==> src/glu_pkg.sv <==
package glu_pkg;

  // Operand width; the ports are fixed at this width.
  localparam int OPERAND_BITS = 31;
  localparam int PRODUCT_BITS = 2 * OPERAND_BITS;

  typedef struct packed {
    logic [OPERAND_BITS-1:0] first_value;
    logic [OPERAND_BITS-1:0] second_value;
  } glu_req_t;

  typedef struct packed {
    logic [OPERAND_BITS-1:0] divisor_result;
    logic [PRODUCT_BITS-1:0] multiple_result;
    logic                    zero_operand;
  } glu_rsp_t;

  typedef enum logic [2:0] {
    ST_IDLE,
    ST_GCD,
    ST_DIV,
    ST_MUL,
    ST_DONE
  } glu_state_t;

endpackage

==> src/gcd_lcm_unit.sv <==
// channel   | valid     | stall     | word
// ----------+-----------+-----------+-----------------------------------------
// request   | req_valid | req_stall | req_word : first_value, second_value
// response  | rsp_valid | rsp_stall | rsp_word : divisor, multiple, zero flag
//
// One word in flight; req_stall is high from accept until the result is taken.
// Per word, N = OPERAND_BITS: up to 2N - 2 binary GCD steps plus one to form the
// gcd, N restoring divide steps (a / gcd), N shift-add multiply steps (quotient * b).
// rsp_valid rises after the last multiply step, or with no steps at all for a zero operand;
// the next word is taken only after the result has been taken.
// Sync reset clears only the sequencer; a stalled result holds in the output register.
module gcd_lcm_unit (
  input  logic              clk,
  input  logic              rst,
  input  logic              req_valid,
  output logic              req_stall,
  input  glu_pkg::glu_req_t req_word,
  output logic              rsp_valid,
  input  logic              rsp_stall,
  output glu_pkg::glu_rsp_t rsp_word
);
  import glu_pkg::*;

  localparam int W     = OPERAND_BITS;
  localparam int CNT_W = $clog2(OPERAND_BITS);
  localparam logic [CNT_W-1:0] CNT_LAST = CNT_W'(OPERAND_BITS - 1);

  glu_state_t state, state_next;

  logic [W-1:0]            a_reg;
  logic [W-1:0]            b_reg;
  logic [W-1:0]            u;
  logic [W-1:0]            v;
  logic [CNT_W-1:0]        k;
  logic [W-1:0]            g;
  logic [W-1:0]            rem;
  logic [W-1:0]            dq;
  logic [PRODUCT_BITS-1:0] acc;
  logic [CNT_W-1:0]        cnt;

  logic                    req_take;
  logic                    zero_in;
  logic                    gcd_done;
  logic                    cnt_last;
  logic [W-1:0]            u_minus_v;
  logic [W-1:0]            v_minus_u;
  logic [W:0]              div_trial;
  logic [W:0]              div_diff;
  logic                    div_bit;
  logic [W-1:0]            rem_next;
  logic [PRODUCT_BITS-1:0] acc_next;

  assign req_take = req_valid && !req_stall;
  assign zero_in  = (req_word.first_value == '0) || (req_word.second_value == '0);
  assign gcd_done = (u == v);
  assign cnt_last = (cnt == CNT_LAST);

  // Both subtractions for the GCD loop
  assign u_minus_v = u - v;
  assign v_minus_u = v - u;

  // Restoring divide step: shift in next dividend bit, try subtracting gcd
  assign div_trial = {rem, dq[W-1]};
  assign div_diff  = div_trial - {1'b0, g};
  assign div_bit   = !div_diff[W];
  assign rem_next  = div_bit ? div_diff[W-1:0] : div_trial[W-1:0];

  // Shift-add multiply step, multiplier MSB first
  assign acc_next = {acc[PRODUCT_BITS-2:0], 1'b0}
                  + (dq[W-1] ? {{(PRODUCT_BITS-W){1'b0}}, b_reg} : '0);

  // Next state
  always_comb begin
    state_next = state;
    unique case (state)
      ST_IDLE: if (req_take) state_next = zero_in ? ST_DONE : ST_GCD;
      ST_GCD:  if (gcd_done) state_next = ST_DIV;
      ST_DIV:  if (cnt_last) state_next = ST_MUL;
      ST_MUL:  if (cnt_last) state_next = ST_DONE;
      ST_DONE: if (!rsp_stall) state_next = ST_IDLE;
      default: state_next = ST_IDLE;
    endcase
  end

  // Handshake outputs
  always_comb begin
    req_stall = (state != ST_IDLE);
    rsp_valid = (state == ST_DONE);
  end

  always_ff @(posedge clk) begin
    if (rst) begin
      state <= ST_IDLE;
    end else begin
      state <= state_next;
    end
  end

  // Datapath
  always_ff @(posedge clk) begin
    unique case (state)
      ST_IDLE: begin
        if (req_take) begin
          a_reg <= req_word.first_value;
          b_reg <= req_word.second_value;
          u     <= req_word.first_value;
          v     <= req_word.second_value;
          k     <= '0;
          if (zero_in) begin
            rsp_word.divisor_result  <= '0;
            rsp_word.multiple_result <= '0;
            rsp_word.zero_operand    <= 1'b1;
          end
        end
      end
      ST_GCD: begin
        // Binary GCD, one step per cycle
        if (gcd_done) begin
          g   <= u << k;
          rem <= '0;
          dq  <= a_reg;
          cnt <= '0;
        end else if (!u[0] && !v[0]) begin
          u <= u >> 1;
          v <= v >> 1;
          k <= k + 1'b1;
        end else if (!u[0]) begin
          u <= u >> 1;
        end else if (!v[0]) begin
          v <= v >> 1;
        end else if (u > v) begin
          u <= u_minus_v >> 1;
        end else begin
          v <= v_minus_u >> 1;
        end
      end
      ST_DIV: begin
        rem <= rem_next;
        dq  <= {dq[W-2:0], div_bit};
        cnt <= cnt_last ? '0 : cnt + 1'b1;
        if (cnt_last) acc <= '0;
      end
      ST_MUL: begin
        acc <= acc_next;
        dq  <= {dq[W-2:0], 1'b0};
        cnt <= cnt + 1'b1;
        if (cnt_last) begin
          rsp_word.divisor_result  <= g;
          rsp_word.multiple_result <= acc_next;
          rsp_word.zero_operand    <= 1'b0;
        end
      end
      ST_DONE: begin
      end
      default: begin
      end
    endcase
  end

  // Zero flag forces both numeric results to zero
  a_zero_clears: assert property (@(posedge clk) disable iff (rst)
    rsp_valid && rsp_word.zero_operand |->
      rsp_word.divisor_result == '0 && rsp_word.multiple_result == '0)
    else $error("zero operand result not cleared");

  // A valid GCD is never zero
  a_gcd_nonzero: assert property (@(posedge clk) disable iff (rst)
    rsp_valid && !rsp_word.zero_operand |-> rsp_word.divisor_result != '0)
    else $error("zero gcd on nonzero operands");

  // GCD loop operands stay nonzero, else the loop never ends
  a_loop_live: assert property (@(posedge clk) disable iff (rst)
    state == ST_GCD |-> u != '0 && v != '0)
    else $error("gcd operand reached zero");

  // Division by the gcd is exact
  a_div_exact: assert property (@(posedge clk) disable iff (rst)
    state == ST_MUL && $past(state) == ST_DIV |-> rem == '0)
    else $error("nonzero remainder after divide");

  // Input is taken only while no result is pending
  a_one_word: assert property (@(posedge clk) disable iff (rst)
    !req_stall |-> !rsp_valid)
    else $error("input open while result pending");

endmodule

==> config.mk <==
export PLATFORM = sky130hd
export DESIGN_NAME = gcd_lcm_unit
export DESIGN_NICKNAME = d
export VERILOG_FILES = /design/src/glu_pkg.sv /design/src/gcd_lcm_unit.sv
export SDC_FILE = /design/constraint.sdc
export NUM_CORES = 1
export LEC_CHECK = 0
export BUFFER_PORTS_ARGS = -buffer_cell sky130_fd_sc_hd__buf_2
export CELL_PAD_IN_SITES_DETAIL_PLACEMENT = 0
export CELL_PAD_IN_SITES_GLOBAL_PLACEMENT = 1
export CORE_ASPECT_RATIO = 1.25
export CORE_MARGIN = 2
export CORE_UTILIZATION = 30
export DETAILED_ROUTE_END_ITERATION = 16
export PLACE_DENSITY = 0.66
export SLEW_MARGIN = 25
export SYNTH_ARGS = -nofsm -noshare
export SYNTH_HDL_FRONTEND = slang
export SYNTH_SLANG_ARGS = --single-unit
==> constraint.sdc <==
create_clock -name clk -period 13.52 [get_ports clk]
set_input_delay 2.028 -clock clk [delete_from_list [all_inputs] [get_ports clk]]
set_output_delay 2.028 -clock clk [all_outputs]
set_load 0.02 [all_outputs]
; ---- After elaboration in Yosys (flattened, before gate mapping)
; Index checks and enable logic that the tools add are counted.
; W data, S select, Z words.
[op_classes]
n_mux = 40
shift = 1
n_lt_le_gt_ge = 1
eq_ne = 18
reduce_logical = 28
add_sub_neg = 6
[op_table]
columns = cell, count
row1 = $mux W31, 16
row2 = $mux W94, 3
row3 = $pmux W94 S2, 1
row4 = $pmux W31 S2, 3
row5 = $pmux W61 S2, 1
row6 = $pmux W31 S3, 1
row7 = $add A62 B31 Y62, 1
row8 = $logic_not A31 Y1, 2
row9 = $sub A31 B31 Y31, 2
row10 = $mux W61, 1
row11 = $sub A32 B31 Y32, 1
row12 = $eq A31 B31 Y1, 1
row13 = $gt A31 B31 Y1, 1
row14 = $shl A31 B5 Y31, 1
row15 = $mux W5, 5
row16 = $mux W3, 6
row17 = $ne A2 B2 Y1 const B, 8
row18 = $pmux W3 S5, 1
row19 = $pmux W5 S3, 1
row20 = $reduce_and A5 Y1, 3
row21 = $ne A4 B4 Y1 const B, 3
row22 = $reduce_and A4 Y1, 3
row23 = $add A5 B1 Y5 const B, 2
row24 = $pmux W5 S2, 1
row25 = 13 further kinds, 26
[word_totals]
in_bits = 66
ff_bits = 385
word_cells = 110

; ---- Longest topological paths before layout
; Gate-level depths: netlist of the first run.
[depth]
depth_word = 7
ltp_mapped = 14
mapped_depth_nobuf = 12

; ---- Worst setup path before layout of the first run
; Ideal clock, no wire load.
[synth_timing]
path_kind = input to register
startpoint = input port req_valid
endpoint = register v[10], enable pin
path_buffers = 0
required_time_ns = 13.057
slack_ns = 6.742
arrival_time_ns = 6.315
path_stages = 4
setup_ns = 0.463
path_cell_list = and3_1 -> a21oi_1 -> a21oi_1 -> a21boi_0
[synth_between]
elab_chain_cells = 3
[synth_rtl]
columns = element, line
row1 = "start, declared", gcd_lcm_unit.sv:15  ; input logic req_valid,
row2 = $logic_and A1 B1 Y1, gcd_lcm_unit.sv:53  ; assign req_take = req_valid && !req_stall;
row3 = $ne A2 B2 Y1 (no source line), -
row4 = $reduce_and A5 Y1 (no source line), -
row5 = "end signal, assigned", gcd_lcm_unit.sv:107  ; v <= req_word.second_value;
row6 = "end signal, assigned", gcd_lcm_unit.sv:125  ; v <= v >> 1;
row7 = "end signal, assigned", gcd_lcm_unit.sv:130  ; v <= v >> 1;
row8 = "end, declared", gcd_lcm_unit.sv:33  ; logic [W-1:0] v;
; No other way between the ends.
; A chain may end at the register's enable or synchronous reset.

; ---- Worst setup path in the final report of the first run
[layout_timing]
startpoint = input port req_word[34] (netlist name)
endpoint = register rsp_word[17] (netlist name), enable pin
[layout_between]
elab_chain_cells = 4
[layout_rtl]
columns = element, line
row1 = "start, declared", gcd_lcm_unit.sv:17  ; input glu_pkg::glu_req_t req_word,
row2 = $logic_not A31 Y1, gcd_lcm_unit.sv:54  ; assign zero_in = (req_word.first_value == '0) || (req_word.second_value == '0);
row3 = $logic_or A1 B1 Y1, gcd_lcm_unit.sv:54
row4 = $ne A2 B2 Y1 (no source line), -
row5 = $reduce_and A4 Y1 (no source line), -
row6 = "end, declared", gcd_lcm_unit.sv:20  ; output glu_pkg::glu_rsp_t rsp_word
; No other way between the ends.

==> summary.md, run 1 <==
| Metric | Value |
|---|---|
| Share of flip-flops with an asynchronous set or reset | 0 |
| Peak fanout along the critical path | 56 |
| Number of top-level pins | approximately 160 |
| Clock root buffer | sky130_fd_sc_hd__clkbuf_16 |
| Drt via density | approximately 5.3 |
| Ratio of final minimum period to clock period | 0.375 |
| Proportion of power drawn by flip-flops and latches | 0.360 |
| Wire length reported by the detailed router | 78700 um |
| Synth Area per Inst | slightly below 10 um2 |
| Starting Density | 0.302 |
| Remaining max-slew budget at the tightest pin | 0.366 |
| Gr ovfl total | 0 |
| CP required | between 10 and 15 ns |
| Count of instances resized after the clock tree is built | 0 |
| Wire length per cell after detailed routing | 21.9 um |
| Via Count | 19000 |
| Final estimated routing congestion in global placement | 0.922 |
| Worst hold-check path type | reg -> reg |
| Final core utilization | 0.344 |
| Post-Syn Area | roughly 24000 um2 |
| R2r setup slk | approximately 8.7 ns |
| Reported leakage power | about 11 nW |
| Warnings from Yosys | 0 |
| Final Hold Fails | 0 |
| Final antenna diode count | 0 |
| Die height | 319 um |
| Vias in the first global route | approximately 19000 |
| Peak supply drop | about 0.08 mV |
| Post-synthesis sequential element count | around 390 |
| Seq/Total Area, Yosys | 0.486 |
| Count of final setup violators | 0 |
| Setup repair after global routing missed its margin | false |
| Number of detailed-routing iterations run before antenna repair | 7 |
| Number of flops mapped to enable cells by yosys | ~380 |
| First-pass GRT wire length | roughly 120000 um |
| Clock network power share | 0.294 |
| Worst-case clock skew | 0.0239 ns |
| Number of remaining DRC errors | 0 |
| Cell-by-cell listing of the critical path | buf_2 > nor4_1 > nand4_1 > o22ai_1 > a22o_4 > buf_4 |
| Largest registers | rsp_word (94), acc (61) |
| Most used cells in the layout excluding fill and tap cells | 382 x sky130_fd_sc_hd__edfxtp_1, 276 x sky130_fd_sc_hd__nor2_1, 231 x sky130_fd_sc_hd__nand2_1 |
| Outcome | completed |
| Setup crit start kind | input pin |
| Power density cells | approximately 160 nW/um2 |
| Clock period minus worst slack | 5.07 ns |
| Number of sinks on the clock net | 385 |
| Max-cap violations | 0 |
| Classification of the worst setup path | in -> reg |
| Pin count of the biggest net entering global routing | 64 |
| Clock transition at the registers of the reported paths | ~0.06 ns |
| Post-synthesis cell type count | 83 |
| Net Switching | around 1.6 mW |
| Total global-route track usage | 0.188 |
| CTS buffer count | 44 |
| Mapped Nets | 2606 |
| Number of setup buffers added after CTS | 0 |
| Count of final max-slew check failures | 0 |
| Crit. End Element | register |
| Share of final-layout standard cells stronger than drive strength 1 | 0.121 |
| Die footprint | 81400 um2 |
| Most common library cell in the layout ignoring fill and taps | sky130_fd_sc_hd__edfxtp_1 |
| Synthesized instance count | approximately 2400 |
| Internal power consumption | 2.63 mW |
| Die extent in x | around 260 um |
| Site row count | about 120 |
| Portion of total power attributed to combinational logic | 0.347 |
| Clock insertion delay at the later pin of the skew report | 0.61 ns |
| Antenna violations before repair | 1 |
| TritonCTS clock tree | yes |
| Final net count | 2700 |
| Number of design-rule violations left by the first detailed-router iteration | 1302 |
| Port Buf Inserts | 161 |
| Maximum clock insertion buffer count | 3 |
| Stage delay of the slowest cell on the critical path | just over 0.8 ns |
| Maximum clock frequency | just under 200 MHz |
| CTS H-tree depth | 2 |
| Switch share | 0.377 |
| Register ranked first by flip-flop count | rsp_word |
| Half-perimeter wire length after detailed placement | around 59000 um |
| Cell at the slowest stage of the critical path | sky130_fd_sc_hd__nor4_1 |
| Area of the core region | approximately 79000 um2 |
| Slew of the pin with the lowest slew margin | ~0.94 ns |
| Area growth, synth to finish | 13.8% |
| Sum of negative setup slack | 0 ns |
| Prevailing post-synth register cell | sky130_fd_sc_hd__edfxtp_1 |
| Flip-flop count of the largest register after layout | between 90 and 100 |
| CTS hold repair buffers | 0 |
| Endpoint arrival time on the critical path | 5.29 ns |
| Post-detailed-route count of antenna-violating nets | 0 |
per-layer routing:
layer	vias to the layer above	global-route usage	wire (um)
met5	-	0	0
met4	0	0.0726	2990
met3	115	0.0255	3670
met2	514	0.320	38300
met1	9380	0.241	33700
li1	8971	-	-
worst max-delay path, delay by kind of cell:
family / cells / cell delay (ns)
AOI/OAI and AO/OA: 2 / 1.10
buffers and inverters: 2 / 0.84
and+or+nand+nor: 2 / 1.24
final cells by class:
cell class / instances / area [um2]
Multi-Input combinational cell: 1759 / 11200
Clock buffer: 51 / 1150
Fill cell: 8034 / 51500
Tap cell: 1053 / 1320
Inverter: 128 / 480
Timing Repair Buffer: 185 / 986
Clock inverter: 30 / 317
Sequential cell: 385 / 11500
per-stage QoR:
stage	cells	hold WS (ns)	total power, mW	cell area, um2	setup WS, ns
after floorplan	2409	0.484	2.51	23700	6.74
after global placement	3510	0.488	2.99	25500	7.92
after detailed placement	3510	0.499	2.98	25500	7.82
after CTS	3591	0.515	4.24	27000	8.46
after global routing	3591	0.523	4.42	27000	8.40
final	3591	0.511	4.21	27000	8.45
cells by family (layout without fill, tap and decap cells):
logic type,Yosys count,after routing,synth area share
AO/OA/AOI/OAI,617,617,0.164
XOR/XNOR,128,128,0.0472
adder cells (fa/ha/maj),131,131,0.0703
buffers and inverters,265,394,0.0432
flip-flops,385,385,0.486
multiplexers,56,56,0.0281
AND/OR/NAND/NOR,827,827,0.161
synth_stat cells, types with 6 or more instances:
master | count | area, um2
sky130_fd_sc_hd__edfxtp_1 | 382 | 11500
sky130_fd_sc_hd__nor2_1 | 277 | 1040
sky130_fd_sc_hd__nand2_1 | 231 | 867
sky130_fd_sc_hd__a21oi_1 | 227 | 1140
sky130_fd_sc_hd__ha_1 | 127 | 1590
sky130_fd_sc_hd__inv_1 | 124 | 465
sky130_fd_sc_hd__clkbuf_1 | 108 | 405
sky130_fd_sc_hd__o21ai_0 | 99 | 495
sky130_fd_sc_hd__nand3_1 | 73 | 365
sky130_fd_sc_hd__a21o_1 | 70 | 526
sky130_fd_sc_hd__xnor2_1 | 67 | 587
sky130_fd_sc_hd__xor2_1 | 61 | 534
sky130_fd_sc_hd__and2_1 | 46 | 288
sky130_fd_sc_hd__mux2i_1 | 43 | 430
sky130_fd_sc_hd__nand4_1 | 43 | 269
sky130_fd_sc_hd__nor3_1 | 34 | 170
sky130_fd_sc_hd__and3_1 | 30 | 188
sky130_fd_sc_hd__a221oi_1 | 27 | 236
sky130_fd_sc_hd__a211oi_1 | 21 | 158
sky130_fd_sc_hd__a31oi_1 | 21 | 131
sky130_fd_sc_hd__o21a_1 | 18 | 135
sky130_fd_sc_hd__nor4_1 | 17 | 106
sky130_fd_sc_hd__nand2b_1 | 16 | 100
sky130_fd_sc_hd__o211ai_1 | 16 | 120
sky130_fd_sc_hd__nor2b_1 | 15 | 93.8
sky130_fd_sc_hd__buf_1 | 14 | 52.6
sky130_fd_sc_hd__o21bai_1 | 14 | 105
sky130_fd_sc_hd__buf_2 | 13 | 65.1
sky130_fd_sc_hd__o21ai_1 | 13 | 65.1
sky130_fd_sc_hd__o22ai_1 | 13 | 81.3
sky130_fd_sc_hd__or3_1 | 11 | 68.8
sky130_fd_sc_hd__o31ai_1 | 10 | 75.1
sky130_fd_sc_hd__or2_2 | 9 | 56.3
sky130_fd_sc_hd__a21boi_0 | 8 | 60.1
sky130_fd_sc_hd__mux4_2 | 8 | 180
sky130_fd_sc_hd__o211a_1 | 6 | 60.1
path summary, 6_finish.rpt:
check	from	endpoint	depth (start not counted)
worst max-delay path	req_word[34]	rsp_word[17]	6
worst min-delay path	dq[15]	dq[16]	2
worst max register to register	u[9]	u[7]	13
worst min register to register	dq[15]	dq[16]	2
power by group through the flow:
stage          clock network [mW]  logic [mW]  registers, mW
6_report                     1.24        1.46           1.52
3_3_place_gp                    0        1.46           1.54
3_5_place_dp                    0        1.45           1.54
4_1_cts                      1.27        1.45           1.51
5_1_grt                      1.31        1.59           1.52
2_1_floorplan                   0        1.03           1.48
(Power assumes the default switching activity.)
==> run 2: changes to the inputs <==
--- a/config.mk
+++ b/config.mk
@@ -12,7 +12,7 @@
 export CORE_MARGIN = 2
 export CORE_UTILIZATION = 30
 export DETAILED_ROUTE_END_ITERATION = 16
-export PLACE_DENSITY = 0.66
+export PLACE_DENSITY = 0.68
 export SLEW_MARGIN = 25
 export SYNTH_ARGS = -nofsm -noshare
 export SYNTH_HDL_FRONTEND = slang
==> constraint.sdc (replaced) <==
create_clock -name clk -period 4.2 [get_ports clk]
set_input_delay 0.63 -clock clk [delete_from_list [all_inputs] [get_ports clk]]
set_output_delay 0.63 -clock clk [all_outputs]
set_load 0.02 [all_outputs]
==> run 2 against run 1 <==
  * First-iteration DRC count is 1.6% higher
  * Total power grew to 3.2 times the previous value
  * Flip-flop and latch count stayed put
  * Critical path depth is 6 higher
  * Critical path type is now reg -> reg
  * Final cell count is 1.4% higher
==> summary.md, run 2 (synthesis results as in run 1) <==
| Metric | Value |
|---|---|
| Gr ovfl total | 0 (unchanged) |
| Worst hold-check path type | in -> reg |
| Fillers | 8044 (+0.12%) |
| Most common library cell in the layout ignoring fill and taps | sky130_fd_sc_hd__edfxtp_1 |
| Wire length reported by the detailed router | 76900 um (-2.2%) |
| FF/Latch Area | 11500 um2 (unchanged) |
| Startpoint of the worst-slack reg-to-reg timing path | dq[30] |
| Clock insertion delay at the later pin of the skew report | 0.58 ns (-0.03 ns) |
| Slew of the pin with the lowest slew margin | 0.959 ns (+0.0173 ns) |
| Register ranked first by flip-flop count | rsp_word |
| Stage delay of the slowest cell on the critical path | 0.53 ns (-0.28 ns) |
| Crit. End Element | register |
| Clock period minus worst slack | about 3.9 ns |
| Final Cell Area | 27400 um2 (+1.5%) |
| Antenna violations before repair | 2 (+1) |
| Area of combinational cells with multiple inputs | 11300 um2 (+0.15%) |
| Reported leakage power | 11.0 nW (+2.3%) |
| First-pass GRT wire length | 118000 um (about the same) |
| Top delay family on crit path | compound AO/OA/AOI/OAI gates |
| Site row count | 115 (unchanged) |
| Outcome | completed |
| Half-perimeter wire length after detailed placement | 59600 um (+0.70%) |
| Die extent in x | 256 um (unchanged) |
| Vias in the first global route | 19100 (+1.6%) |
| Number of remaining DRC errors | 0 (unchanged) |
| Final Hold Fails | 0 (unchanged) |
| Wire length per cell after detailed routing | 21.1 um (-3.6%) |
| Final estimated routing congestion in global placement | 0.975 (+5.7%) |
| Largest registers | rsp_word (94), acc (61) |
| Worst-case clock skew | 0.0138 ns (-0.0102 ns) |
| Die height | 319 um (unchanged) |
| Number of sinks on the clock net | 385 (unchanged) |
| Maximum clock insertion buffer count | 3 (unchanged) |
| R2r worst-path depth | 12 (-1) |
| Drt via density | 5.29 (+0.12%) |
| Cell-by-cell listing of the critical path | buf_4 > and2_1 > fa_1 > a21o_1 > a2111oi_2 > o21ai_1 > a31o_2 > a21oi_1 > o2111ai_1 > a41oi_1 > xor2_1 > nor2_1 |
| Number of detailed-routing iterations run before antenna repair | 5 (-2) |
| Starting Density | 0.302 (unchanged) |
| Placement-stage cell area | 26100 um2 (+2.0%) |
| Most used cells in the layout excluding fill and tap cells | 382 x sky130_fd_sc_hd__edfxtp_1, 276 x sky130_fd_sc_hd__nor2_1, 231 x sky130_fd_sc_hd__nand2_1 |
| Endpoint arrival time on the critical path | 4.27 ns (-1.02 ns) |
| Area of the core region | 78600 um2 (unchanged) |
| Setup repair after global routing missed its margin | false |
| Count of final max-slew check failures | 0 (unchanged) |
| CP required | 4.52 ns (-9.22 ns) |
| CTS buffer count | 42 (-4.5%) |
| Clock transition at the registers of the reported paths | 0.06 ns (about the same) |
| Max-cap violations | 0 (unchanged) |
| Maximum clock frequency | between 200 and 300 MHz |
| Pin count of the biggest net entering global routing | 63 (-1.6%) |
| Top routing layer in use | met5 |
| Count of final setup violators | 0 (unchanged) |
| Sum of met3 wire segment lengths after detailed routing | 3580 um (-2.4%) |
| TritonCTS clock tree | yes |
| Via Count | 19300 (+1.6%) |
| Capture point of the worst reg-to-reg path | acc[27] |
| Flip-flop count of the largest register after layout | 94 (unchanged) |
| Die footprint | 81400 um2 (unchanged) |
| Share of final-layout standard cells stronger than drive strength 1 | 0.136 (+0.0150) |
| Routed met2 length | 37700 um (-1.7%) |
| Clock root buffer | sky130_fd_sc_hd__clkbuf_16 |
| Number of top-level pins | 162 (unchanged) |
| Port Buf Inserts | 161 (unchanged) |
| Peak supply drop | 0.252 mV (+210%) |
| Worst path buffer plus inverter count | 1 (-1) |
| Number of design-rule violations left by the first detailed-router iteration | 1323 (+1.6%) |
| Hold Path Stages | 2 (unchanged) |
| M1 wire length | 32800 um (-2.8%) |
| Setup crit start kind | register |
| Peak fanout along the critical path | 30 (-46%) |
| Area growth, synth to finish | 15.5% |
| Classification of the worst setup path | reg -> reg |
| Worst min-delay path startpoint | rst |
| R2r setup slk | 0.25 ns (-8.40 ns) |
| Final net count | 2753 (+2.0%) |
| Sum of negative setup slack | 0 ns (unchanged) |
| Min-Delay Endpoint | state[2] |
| Post-detailed-route count of antenna-violating nets | 0 (unchanged) |
| Fin Hold WS | 0.235 ns (-0.276 ns) |
| Cell at the slowest stage of the critical path | sky130_fd_sc_hd__a2111oi_2 |
| Ratio of final minimum period to clock period | 0.940 |
| Remaining max-slew budget at the tightest pin | 0.361 (-0.00573) |
| Total global-route track usage | 0.185 (-0.00271) |
| CTS H-tree depth | 2 (unchanged) |
| Total power of the final layout | 13.4 mW (+220%) |
| Power density cells | 490 nW/um2 (+210%) |
[run 2: cell count changes in the layout (fill, tap and decap cells not counted), sizes merged]
| cell | previous run | this run |
|---|---|---|
| buf | 185 | 240 |
| clkbuf | 51 | 59 |
| clkinv | 18 | 14 |
| clkinvlp | 6 | 2 |
| bufinv | 4 | 2 |
| inv | 130 | 128 |
| diode | 0 | 1 |
[run 2: how the worst max path moves through the flow]
stage	start	end	slack (ns)	cells after the start
final	dq[30]	acc[27]	0.25	12
after global routing	dq[30]	acc[27]	0.07	12
after CTS	dq[30]	acc[27]	0.04	12
after detailed placement	dq[30]	rsp_word[28]	0.08	12
after global placement	v[0]	v[25]	0.01	13
after floorplan	u[22]	v[10]	0.11	10
[run 2: through the flow]
stage                     setup WS (ns)  utilization  std cells
final                             0.253        0.349       3643
after detailed placement         0.0758        0.332       3565
after floorplan                   0.112            -       2409
after global placement           0.0110        0.332       3565
after global routing             0.0696        0.349       3642
after CTS                        0.0384        0.349       3642
[run 2: cell type report]
class,count,share of cell area
inverter,128,0.0175
antenna,1,0.0000912
tap,1053,0.0480
timing repair buffer,240,0.0546
clock inverter,18,0.00543
clock buffer,59,0.0437
sequential,385,0.420
multi-input combinational,1759,0.410
[run 2: layer usage]
layer	vias up	global-route usage
li1	9086	-
met2	567	0.317
met4	2	0.0726
met1	9489	0.234
met3	133	0.0271
met5	-	0
[run 2: report_power, final]
part / leakage, nW / total [mW] / internal [mW] / switching [mW]
Combinational: 6.71 / 4.89 / 1.83 / 3.06
Clock: 0.653 / 3.71 / 2.12 / 1.59
Sequential: 3.66 / 4.83 / 4.55 / 0.284
Total: 11.0 / 13.4 / 8.50 / 4.94
[run 2: repair_timing]
item,4_1_cts,5_1_grt
hold buffers,0,0
buffers inserted,0,0
setup endpoints to repair,0,30
gates resized for setup,0,4
hold endpoints to repair,0,0
